File: config.mk
export PLATFORM = sky130hd
export DESIGN_NAME = region_arena_bump_allocator
export DESIGN_NICKNAME = d
export VERILOG_FILES = /design/src/rtl/rab_pkg.sv /design/src/rtl/rab_add_cmp.sv /design/src/rtl/region_arena_bump_allocator.sv
export SDC_FILE = /design/constraint.sdc
export NUM_CORES = 1
export LEC_CHECK = 0
export BUFFER_PORTS_ARGS = -buffer_cell sky130_fd_sc_hd__buf_2
export CAP_MARGIN = 25
export CORE_AREA = 5 5 335 337
export DETAILED_ROUTE_END_ITERATION = 6
export DIE_AREA = 0 0 340 342
export PLACE_DENSITY = 0.67
export SYNTH_ARGS = -nofsm -noshare
export SYNTH_HDL_FRONTEND = slang
export SYNTH_SLANG_ARGS = --single-unit
File: constraint.sdc
create_clock -name clock -period 30.5 [get_ports clock]
set_clock_uncertainty 0.15 [all_clocks]
set_input_delay 1.525 -clock clock [delete_from_list [all_inputs] [get_ports clock]]
set_output_delay 1.525 -clock clock [all_outputs]
set_load 0.1 [all_outputs]
File: src/rtl/rab_pkg.sv
// ============================================================================
// rab_pkg : shared definitions for the region arena bump allocator
// Sizes, region table geometry, state and status codes, and the write beat
// type used to update one entry of the region table.
// ============================================================================
package rab_pkg;

   // Region table geometry.
   localparam int MAX_REGIONS = 16;
   localparam int IDX_W       = (MAX_REGIONS > 1) ? $clog2(MAX_REGIONS) : 1;
   localparam int CNT_W       = $clog2(MAX_REGIONS + 1);

   // Sizes are byte counts of a fixed width; alignment is a power of two.
   localparam int SIZE_W      = 32;
   localparam int ALIGN_LOG2  = 4;
   localparam int ALIGN_BYTES = 1 << ALIGN_LOG2;

   typedef logic [SIZE_W-1:0] size_type;
   typedef logic [IDX_W-1:0]  idx_type;
   typedef logic [CNT_W-1:0]  cnt_type;

   localparam size_type ALIGN_MASK    = size_type'(ALIGN_BYTES - 1);
   localparam size_type RESET_DEFAULT = size_type'(4096);

   typedef enum logic [2:0] {
      ST_IDLE,
      ST_ALIGN,
      ST_SCAN,
      ST_APPEND,
      ST_RELEASE
   } state_type;

   typedef enum logic [1:0] {
      STATUS_OK       = 2'd0,
      STATUS_FULL     = 2'd1,
      STATUS_OVERFLOW = 2'd2
   } status_type;

   // One write into the region table: fill always, capacity on request.
   typedef struct packed {
      logic     en;
      logic     cap_en;
      idx_type  addr;
      size_type fill;
      size_type cap;
   } region_wr_type;

endpackage

File: src/rtl/rab_add_cmp.sv
// ============================================================================
// rab_add_cmp : shared add and compare unit
// Forms a + b with its carry and tells whether c is at least that sum. The
// sequencer uses it for rounding, for the fit test and for the capacity pick.
// ============================================================================
module rab_add_cmp (
   input  rab_pkg::size_type       op_a,
   input  rab_pkg::size_type       op_b,
   input  rab_pkg::size_type       op_c,
   output logic [rab_pkg::SIZE_W:0] sum,
   output logic                     c_ge_sum
);

   assign sum      = {1'b0, op_a} + {1'b0, op_b};
   assign c_ge_sum = ({1'b0, op_c} >= sum);

endmodule

File: src/rtl/region_arena_bump_allocator.sv
// ============================================================================
// region_arena_bump_allocator : first-fit bump allocator over a region chain
// Rounds each request up to the alignment, scans the live regions in creation
// order for room, and appends a new region when none fits. Release drops all
// regions and restarts with one empty region of the default capacity.
// ============================================================================
//
//  Channel   Ports                                   Beat taken when
//  --------  --------------------------------------  -------------------------
//  request   start, busy, req_action, req_alloc_size  start high, busy low
//  response  rsp_valid, rsp_*                         every cycle rsp_valid high
//  csr       csr_wr_en, csr_wr_data                   csr_wr_en high
//
// An allocate first rounds its size up, then scans the live regions in
// creation order until one has room; when none has, it appends a new region,
// or answers table-full once all 16 regions are scanned. A release or an
// overflowing allocate goes straight to its response. The scan speed is set
// by the single add and compare unit, which looks at one region table entry
// per cycle. A beat may be offered in the same cycle that the previous
// response is shown.
// Synchronous reset restores a default capacity of 4096 and one empty region.
// The receiver cannot stall: each response is on the rsp_ ports for exactly one
// cycle.
//
module region_arena_bump_allocator (
   input  logic        clock,
   input  logic        reset,

   input  logic        start,
   output logic        busy,
   input  logic        req_action,
   input  logic [31:0] req_alloc_size,

   output logic        rsp_valid,
   output logic [1:0]  rsp_status,
   output logic [3:0]  rsp_region_index,
   output logic [31:0] rsp_offset,
   output logic [31:0] rsp_granted_size,
   output logic        rsp_region_created,

   input  logic        csr_wr_en,
   input  logic [31:0] csr_wr_data
);

   // Sequencer state.
   rab_pkg::state_type state_ff, state_in;
   rab_pkg::size_type  size_ff, size_in;
   rab_pkg::size_type  aligned_ff, aligned_in;
   rab_pkg::idx_type   idx_ff, idx_in;
   rab_pkg::cnt_type   count_ff, count_in;
   rab_pkg::size_type  default_ff;

   // Region table: one fill level and one capacity per region. Only entries
   // below the live count are ever read, so the rest need no clearing.
   rab_pkg::size_type  fill_ff [rab_pkg::MAX_REGIONS];
   rab_pkg::size_type  cap_ff  [rab_pkg::MAX_REGIONS];
   rab_pkg::region_wr_type wr;

   // Registered response.
   logic               rsp_valid_ff, rsp_valid_in;
   rab_pkg::status_type rsp_status_ff, rsp_status_in;
   logic [3:0]         rsp_index_ff, rsp_index_in;
   rab_pkg::size_type  rsp_offset_ff, rsp_offset_in;
   rab_pkg::size_type  rsp_granted_ff, rsp_granted_in;
   logic               rsp_created_ff, rsp_created_in;

   // Shared arithmetic unit.
   rab_pkg::size_type       op_a, op_b, op_c;
   logic [rab_pkg::SIZE_W:0] sum;
   logic                    c_ge_sum;

   rab_pkg::size_type  cur_fill, cur_cap;
   logic               last_region;
   logic               table_full;

   rab_add_cmp u_add_cmp (
      .op_a     (op_a),
      .op_b     (op_b),
      .op_c     (op_c),
      .sum      (sum),
      .c_ge_sum (c_ge_sum)
   );

   assign cur_fill    = fill_ff[idx_ff];
   assign cur_cap     = cap_ff[idx_ff];
   assign last_region = ((rab_pkg::cnt_type'(idx_ff) + rab_pkg::cnt_type'(1)) == count_ff);
   assign table_full  = (count_ff == rab_pkg::cnt_type'(rab_pkg::MAX_REGIONS));

   always_comb begin
      state_in       = state_ff;
      size_in        = size_ff;
      aligned_in     = aligned_ff;
      idx_in         = idx_ff;
      count_in       = count_ff;
      rsp_valid_in   = 1'b0;
      rsp_status_in  = rab_pkg::STATUS_OK;
      rsp_index_in   = '0;
      rsp_offset_in  = '0;
      rsp_granted_in = '0;
      rsp_created_in = 1'b0;
      op_a           = '0;
      op_b           = '0;
      op_c           = '0;
      wr             = '0;

      case (state_ff)
         rab_pkg::ST_IDLE: begin
            if (start) begin
               size_in  = req_alloc_size;
               state_in = req_action ? rab_pkg::ST_RELEASE : rab_pkg::ST_ALIGN;
            end
         end

         // Round up: add the alignment minus one and clear the low bits.
         // A carry out means the rounded size does not fit.
         rab_pkg::ST_ALIGN: begin
            op_a = size_ff;
            op_b = rab_pkg::ALIGN_MASK;
            if (sum[rab_pkg::SIZE_W]) begin
               rsp_valid_in  = 1'b1;
               rsp_status_in = rab_pkg::STATUS_OVERFLOW;
               state_in      = rab_pkg::ST_IDLE;
            end else begin
               aligned_in = sum[rab_pkg::SIZE_W-1:0] & ~rab_pkg::ALIGN_MASK;
               idx_in     = '0;
               state_in   = rab_pkg::ST_SCAN;
            end
         end

         // One region per cycle. Fill never exceeds capacity, so the region
         // has room exactly when capacity >= fill + aligned size.
         rab_pkg::ST_SCAN: begin
            op_a = cur_fill;
            op_b = aligned_ff;
            op_c = cur_cap;
            if (c_ge_sum) begin
               wr.en          = 1'b1;
               wr.addr        = idx_ff;
               wr.fill        = sum[rab_pkg::SIZE_W-1:0];
               rsp_valid_in   = 1'b1;
               rsp_index_in   = 4'(idx_ff);
               rsp_offset_in  = cur_fill;
               rsp_granted_in = aligned_ff;
               state_in       = rab_pkg::ST_IDLE;
            end else if (last_region) begin
               if (table_full) begin
                  rsp_valid_in  = 1'b1;
                  rsp_status_in = rab_pkg::STATUS_FULL;
                  state_in      = rab_pkg::ST_IDLE;
               end else begin
                  state_in = rab_pkg::ST_APPEND;
               end
            end else begin
               idx_in = idx_ff + rab_pkg::idx_type'(1);
            end
         end

         // New region gets max(aligned size, default) and starts full up to
         // the aligned size.
         rab_pkg::ST_APPEND: begin
            op_a           = aligned_ff;
            op_c           = default_ff;
            wr.en          = 1'b1;
            wr.cap_en      = 1'b1;
            wr.addr        = rab_pkg::idx_type'(count_ff);
            wr.fill        = aligned_ff;
            wr.cap         = c_ge_sum ? default_ff : aligned_ff;
            count_in       = count_ff + rab_pkg::cnt_type'(1);
            rsp_valid_in   = 1'b1;
            rsp_index_in   = 4'(count_ff);
            rsp_granted_in = aligned_ff;
            rsp_created_in = 1'b1;
            state_in       = rab_pkg::ST_IDLE;
         end

         rab_pkg::ST_RELEASE: begin
            wr.en        = 1'b1;
            wr.cap_en    = 1'b1;
            wr.addr      = '0;
            wr.fill      = '0;
            wr.cap       = default_ff;
            count_in     = rab_pkg::cnt_type'(1);
            rsp_valid_in = 1'b1;
            state_in     = rab_pkg::ST_IDLE;
         end

         default: begin
            state_in = rab_pkg::ST_IDLE;
         end
      endcase
   end

   always_ff @(posedge clock) begin
      if (reset) begin
         state_ff     <= rab_pkg::ST_IDLE;
         count_ff     <= rab_pkg::cnt_type'(1);
         default_ff   <= rab_pkg::RESET_DEFAULT;
         rsp_valid_ff <= 1'b0;
      end else begin
         state_ff     <= state_in;
         count_ff     <= count_in;
         rsp_valid_ff <= rsp_valid_in;
         if (csr_wr_en) begin
            default_ff <= csr_wr_data;
         end
      end
   end

   always_ff @(posedge clock) begin
      size_ff        <= size_in;
      aligned_ff     <= aligned_in;
      idx_ff         <= idx_in;
      rsp_status_ff  <= rsp_status_in;
      rsp_index_ff   <= rsp_index_in;
      rsp_offset_ff  <= rsp_offset_in;
      rsp_granted_ff <= rsp_granted_in;
      rsp_created_ff <= rsp_created_in;
   end

   // Region table writes. Reset sets up the single empty default region.
   always_ff @(posedge clock) begin
      if (reset) begin
         fill_ff[0] <= '0;
         cap_ff[0]  <= rab_pkg::RESET_DEFAULT;
      end else if (wr.en) begin
         fill_ff[wr.addr] <= wr.fill;
         if (wr.cap_en) begin
            cap_ff[wr.addr] <= wr.cap;
         end
      end
   end

   assign busy               = (state_ff != rab_pkg::ST_IDLE);
   assign rsp_valid          = rsp_valid_ff;
   assign rsp_status         = rsp_status_ff;
   assign rsp_region_index   = rsp_index_ff;
   assign rsp_offset         = rsp_offset_ff;
   assign rsp_granted_size   = rsp_granted_ff;
   assign rsp_region_created = rsp_created_ff;

   // The live region count always stays between one and the table size.
   assert property (@(posedge clock) disable iff (reset)
      count_ff != '0 && count_ff <= rab_pkg::cnt_type'(rab_pkg::MAX_REGIONS))
      else $error("region count out of range");

   // A response is only shown once the sequencer is back to idle.
   assert property (@(posedge clock) disable iff (reset)
      rsp_valid |-> !busy)
      else $error("response strobe while busy");

   // Error responses carry no allocation.
   assert property (@(posedge clock) disable iff (reset)
      rsp_valid && rsp_status != rab_pkg::STATUS_OK |->
         rsp_granted_size == '0 && rsp_offset == '0 && !rsp_region_created)
      else $error("error response carries allocation data");

   // An appended region always lands at offset zero, and the count grows.
   assert property (@(posedge clock) disable iff (reset)
      rsp_valid && rsp_region_created |->
         rsp_offset == '0 && count_ff == $past(count_ff) + rab_pkg::cnt_type'(1))
      else $error("region append inconsistent");

endmodule

==> flow_summary.html <==
<table>
<tr><th>Metric</th><th>Value</th></tr>
<tr><th colspan="2">GRT</th></tr>
<tr><td>Initial antenna violation count</td><td>5</td></tr>
<tr><td>Global-route usage over all layers</td><td>about a fifth</td></tr>
<tr><td>Overflow left after global routing</td><td>0</td></tr>
<tr><td>Number of global-route vias before repair</td><td>roughly 26000</td></tr>
<tr><td>GR Layer Usage met3</td><td>about 4.7%</td></tr>
<tr><td>Met1 routing resource usage after global routing</td><td>roughly 30%</td></tr>
<tr><td>Most utilized layer in the global route result</td><td>met2</td></tr>
<tr><td>Global-route wire length before repair</td><td>around 180 mm</td></tr>
<tr><td>Met2 track demand over resource in global routing</td><td>roughly 34%</td></tr>
<tr><td>Pin count of the biggest net entering global routing</td><td>between 70 and 80</td></tr>
<tr><th colspan="2">Final layout</th></tr>
<tr><td>Diode count</td><td>0</td></tr>
<tr><td>Layout Area Growth over Synthesis</td><td>13.6%</td></tr>
<tr><td>Fillcell total</td><td>8418</td></tr>
<tr><td>Fraction of layout cells with a size suffix above 1</td><td>between 20% and 30%</td></tr>
<tr><td>Final std cells w/o fill</td><td>4201</td></tr>
<tr><td>Nets@finish</td><td>around 2800</td></tr>
<tr><td>End-of-flow core utilization</td><td>50.7%</td></tr>
<tr><th colspan="2">Job</th></tr>
<tr><td>Maximum capacitance violations</td><td>0</td></tr>
<tr><th colspan="2">Placement</th></tr>
<tr><td>Sum of net half-perimeters after detailed placement</td><td>between 70 and 80 mm</td></tr>
<tr><td>Buffers on Ports</td><td>about 140</td></tr>
<tr><td>Cell total after placement</td><td>between 3000 and 4000</td></tr>
<tr><td>Routability Congestion</td><td>0.885</td></tr>
<tr><td>Setup Slack @ Placement</td><td>around 20 ns</td></tr>
<tr><th colspan="2">Die</th></tr>
<tr><td>Horizontal die dimension</td><td>~340 um</td></tr>
<tr><td>Floorplan die height</td><td>approximately 340 um</td></tr>
<tr><td>Area of the die</td><td>116000 sq um</td></tr>
<tr><td>IO Count</td><td>roughly 140</td></tr>
<tr><td>Initial cell density of the core</td><td>between 40% and 50%</td></tr>
<tr><td>Area of the core region</td><td>approximately 110000 sq um</td></tr>
<tr><td>Number of standard-cell rows in the floorplan</td><td>121</td></tr>
<tr><th colspan="2">Logic synthesis</th></tr>
<tr><td>Post-synth ARST share</td><td>0%</td></tr>
<tr><td>Count of flip-flops with a built-in enable after synthesis</td><td>1088</td></tr>
<tr><td>Flip-flop and latch count after synthesis</td><td>1200</td></tr>
<tr><td>Synth warn</td><td>0</td></tr>
<tr><td>Mean post-synth cell area</td><td>19.3 sq um</td></tr>
<tr><td>Netlist area before placement</td><td>slightly below 50000 sq um</td></tr>
<tr><td>Flip-flop cell with the highest count after synthesis</td><td>sky130_fd_sc_hd__edfxtp_1</td></tr>
<tr><td>Share of synthesized area occupied by flip-flops and latches</td><td>72.1%</td></tr>
<tr><td>Syn Inst Count</td><td>between 2000 and 3000</td></tr>
<tr><td>Post-synthesis cell type count</td><td>76</td></tr>
<tr><th colspan="2">Min path</th></tr>
<tr><td>Hold Path Stages</td><td>2</td></tr>
<tr><td>HP Class</td><td>register to register</td></tr>
<tr><td>Launch instance of the worst min-delay path</td><td>default_ff[7]</td></tr>
<tr><th colspan="2">Clock network</th></tr>
<tr><td>Resized cells post-CTS</td><td>0</td></tr>
<tr><td>CTS root buffer</td><td>sky130_fd_sc_hd__clkbuf_16</td></tr>
<tr><td>Post CTS Setup Buffer Count</td><td>0</td></tr>
<tr><td>Inserted Clock Buffers</td><td>roughly 120</td></tr>
<tr><td>Clock insertion delay at the later pin of the skew report</td><td>0.71 ns</td></tr>
<tr><td>CTS tree</td><td>yes</td></tr>
<tr><td>Sink Count</td><td>1200</td></tr>
<tr><td>H-tree depth reported by CTS</td><td>3</td></tr>
<tr><td>CTS Buffer Depth</td><td>3</td></tr>
<tr><td>Clock slew seen by the registers of the worst setup and hold paths</td><td>around 0.060 ns</td></tr>
<tr><td>Number of hold-repair buffers added at the cts stage</td><td>0</td></tr>
<tr><th colspan="2">Routing</th></tr>
<tr><td>Average wire per standard cell</td><td>slightly below 30 um</td></tr>
<tr><td>Via count</td><td>25462</td></tr>
<tr><td>Starting DRT DRC Count</td><td>slightly below 3000</td></tr>
<tr><td>Drt total wl</td><td>around 120 mm</td></tr>
<tr><td>DRC viols</td><td>0</td></tr>
<tr><td>Antenna-violating nets left</td><td>0</td></tr>
<tr><td>Detailed-router iteration count before antenna repair</td><td>5</td></tr>
<tr><td>Detailed-route vias per instance</td><td>6.06</td></tr>
<tr><th colspan="2">Critical path</th></tr>
<tr><td>Library cell contributing the largest single delay on the critical path</td><td>sky130_fd_sc_hd__dfxtp_4</td></tr>
<tr><td>Worst stage delay on the critical path</td><td>0.89 ns</td></tr>
<tr><td>Category of the worst setup path capture point</td><td>register</td></tr>
<tr><td>Crit start category</td><td>register</td></tr>
<tr><td>Maximum fanout along the worst path</td><td>42</td></tr>
<tr><td>Arrival @ worst endpoint</td><td>about 11 ns</td></tr>
<tr><td>Length in cells of the worst reg-to-reg path</td><td>27</td></tr>
<tr><td>Crit path kind</td><td>register to register</td></tr>
<tr><td>Required time at the worst-slack endpoint</td><td>slightly above 30 ns</td></tr>
<tr><th colspan="2">Pwr</th></tr>
<tr><td>Reg power frac</td><td>43.1%</td></tr>
<tr><td>Int Power</td><td>between 3 and 4 mW</td></tr>
<tr><td>Proportion of power drawn by the clock network</td><td>32.0%</td></tr>
<tr><td>Power density over the cells</td><td>a little over 80 nW/um^2</td></tr>
<tr><td>Static power due to leakage</td><td>roughly 19 nW</td></tr>
<tr><td>P_sw</td><td>1.35 mW</td></tr>
<tr><td>Switching Fraction</td><td>30.1%</td></tr>
<tr><td>Logic pwr share</td><td>between 20 and 25%</td></tr>
<tr><td>Worst vdd ir</td><td>about 0.000073 V</td></tr>
<tr><th colspan="2">STA</th></tr>
<tr><td>Number of setup violations in the final report</td><td>0</td></tr>
<tr><td>Fin Setup TNS</td><td>0 ns</td></tr>
<tr><td>Number of hold violations in the final report</td><td>0</td></tr>
<tr><td>FMAX</td><td>95.7 MHz</td></tr>
<tr><td>Min Clock Period, post-route</td><td>~10 ns</td></tr>
<tr><td>Worst setup margin</td><td>roughly 20 ns</td></tr>
<tr><td>Worst slew margin</td><td>33.2%</td></tr>
<tr><td>Count of final max-slew check failures</td><td>0</td></tr>
<tr><td>RSZ-0062 raised after global routing</td><td>false</td></tr>
<tr><td>Worst-Margin Slew</td><td>0.995 ns</td></tr>
<tr><td>Post-route clock period utilization</td><td>34.3%</td></tr>
<tr><th colspan="2">Outcome</th></tr>
<tr><td>Run status</td><td>complete, no violations</td></tr>
</table>
-- state kept, by name, indices dropped and copies added, names as in the netlist, named ones only --
signal and count:
aligned_ff 28, cap_ff 512, count_ff 5, default_ff 32, fill_ff 512, idx_ff 4, rsp_granted_size 28, rsp_offset 32
rsp_region_created 1, rsp_region_index 4, rsp_status 2, rsp_valid 1, size_ff 32, state_ff 3
-- path summary, 6_finish.rpt --
path | to | slack [ns]
max | cap_ff[4][18] | 20.05
min | default_ff[7] | 0.40
max reg2reg | cap_ff[4][18] | 20.05
min reg2reg | default_ff[7] | 0.40
-- cell usage after synthesis, drive strengths merged, types with 5 or more instances --
library cell / count / area, sq um
o211ai: 6 / 55.1
inv: 44 / 165
a211oi: 6 / 45.0
a22oi: 32 / 240
a31oi: 9 / 56.3
nor3: 16 / 90.1
clkbuf: 77 / 292
nor2b: 11 / 68.8
nand3: 17 / 85.1
a2111oi: 5 / 56.3
and2: 118 / 738
xnor2: 17 / 149
dfxtp: 112 / 2240
and3: 11 / 68.8
mux4: 316 / 7120
o21a: 10 / 75.1
buf: 60 / 320
edfxtp: 1088 / 32700
nand2b: 5 / 31.3
o21ai: 29 / 153
a22o: 56 / 490
o21bai: 5 / 37.5
ha: 65 / 813
mux2: 5 / 56.3
or3: 5 / 31.3
nand4: 10 / 62.6
a221o: 29 / 290
nand2: 48 / 185
a21oi: 40 / 208
xor2: 14 / 123
mux2i: 35 / 350
nor2: 139 / 527
a21o: 15 / 114
-- per-layer routing --
metal  part of all wire (%)  wire [um]  up-vias
met3                    9.4      11700      205
met4                    3.2       3990        4
met1                     40      50000    13324
li1                       -          -    10607
met5                  0.017         21        -
met2                     47      58900     1322
-- power groups by stage --
| stage | Clock, mW | Sequential, mW | Combinational, mW |
|---|---|---|---|
| CTS | 1.46 | 1.96 | 1.08 |
| floorplan | 0 | 1.94 | 0.808 |
| finish | 1.44 | 1.94 | 1.12 |
| global placement | 0 | 1.99 | 1.05 |
| global route | 1.54 | 1.94 | 1.19 |
| detailed placement | 0 | 1.99 | 1.07 |
-- metrics by stage --
| stage | hold WS [ns] | power [mW] | instance area (sq um) |
|---|---|---|---|
| final | 0.403 | 4.50 | 55000 |
| after global routing | 0.436 | 4.67 | 55000 |
| after CTS | 0.411 | 4.50 | 54900 |
| after detailed placement | 0.395 | 3.06 | 51000 |
| after global placement | 0.389 | 3.04 | 51000 |
| after floorplan | 0.309 | 2.75 | 48400 |
-- critical path, delay by kind of cell, from the launching register on --
family / cells / cell delay, ns
buf+inv: 2 / 0.89
simple gates: 9 / 2.22
compound gates: 12 / 4.35
fa+ha+maj: 2 / 0.52
flops: 1 / 0.89
mux: 2 / 1.07
-- cells in the final DEF, fill, tap and decap left out, types with 15 or more instances in the layout --
master                      netlist  routed
sky130_fd_sc_hd__clkbuf_16        0     122
sky130_fd_sc_hd__nand2_1         46      46
sky130_fd_sc_hd__a221o_1         29      29
sky130_fd_sc_hd__clkinv_2         0      15
sky130_fd_sc_hd__clkbuf_1        75      26
sky130_fd_sc_hd__edfxtp_1      1088    1088
sky130_fd_sc_hd__mux4_2         316     316
sky130_fd_sc_hd__a22oi_1         32      32
sky130_fd_sc_hd__a22o_1          56      56
sky130_fd_sc_hd__a21oi_1         38      38
sky130_fd_sc_hd__and2_1         118     117
sky130_fd_sc_hd__dfxtp_1        112     108
sky130_fd_sc_hd__nor2_4           0      27
sky130_fd_sc_hd__xnor2_1         17      17
sky130_fd_sc_hd__inv_1           44      44
sky130_fd_sc_hd__o21ai_0         22      22
sky130_fd_sc_hd__clkinv_1         1      17
sky130_fd_sc_hd__mux2i_1         35      35
sky130_fd_sc_hd__nand3_1         17      17
sky130_fd_sc_hd__nor2_1         137     110
sky130_fd_sc_hd__buf_4            8      56
sky130_fd_sc_hd__ha_1            65      65
sky130_fd_sc_hd__buf_2            4     137
sky130_fd_sc_hd__clkbuf_8         0      16
-- cell families after synthesis --
group	share of synthesized area [%]
AO/OA/AOI/OAI	4.19
XOR/XNOR	0.561
adder cells (fa/ha/maj)	1.72
buffers and inverters	1.61
flip-flops	72.1
multiplexers	15.5
other	0.00774
AND/OR/NAND/NOR	4.27
-- final cells by class --
class | instances | area [sq um] | area share [%]
clock inverters | 50 | 480 | 0.873
repair buffers | 200 | 1270 | 2.30
clock buffers | 168 | 3390 | 6.16
inverters | 45 | 171 | 0.312
flip-flops and latches | 1200 | 34900 | 63.5
multi-input cells | 1124 | 13000 | 23.6
well taps | 1414 | 1770 | 3.22
Power figures use the tool's default switching activity.
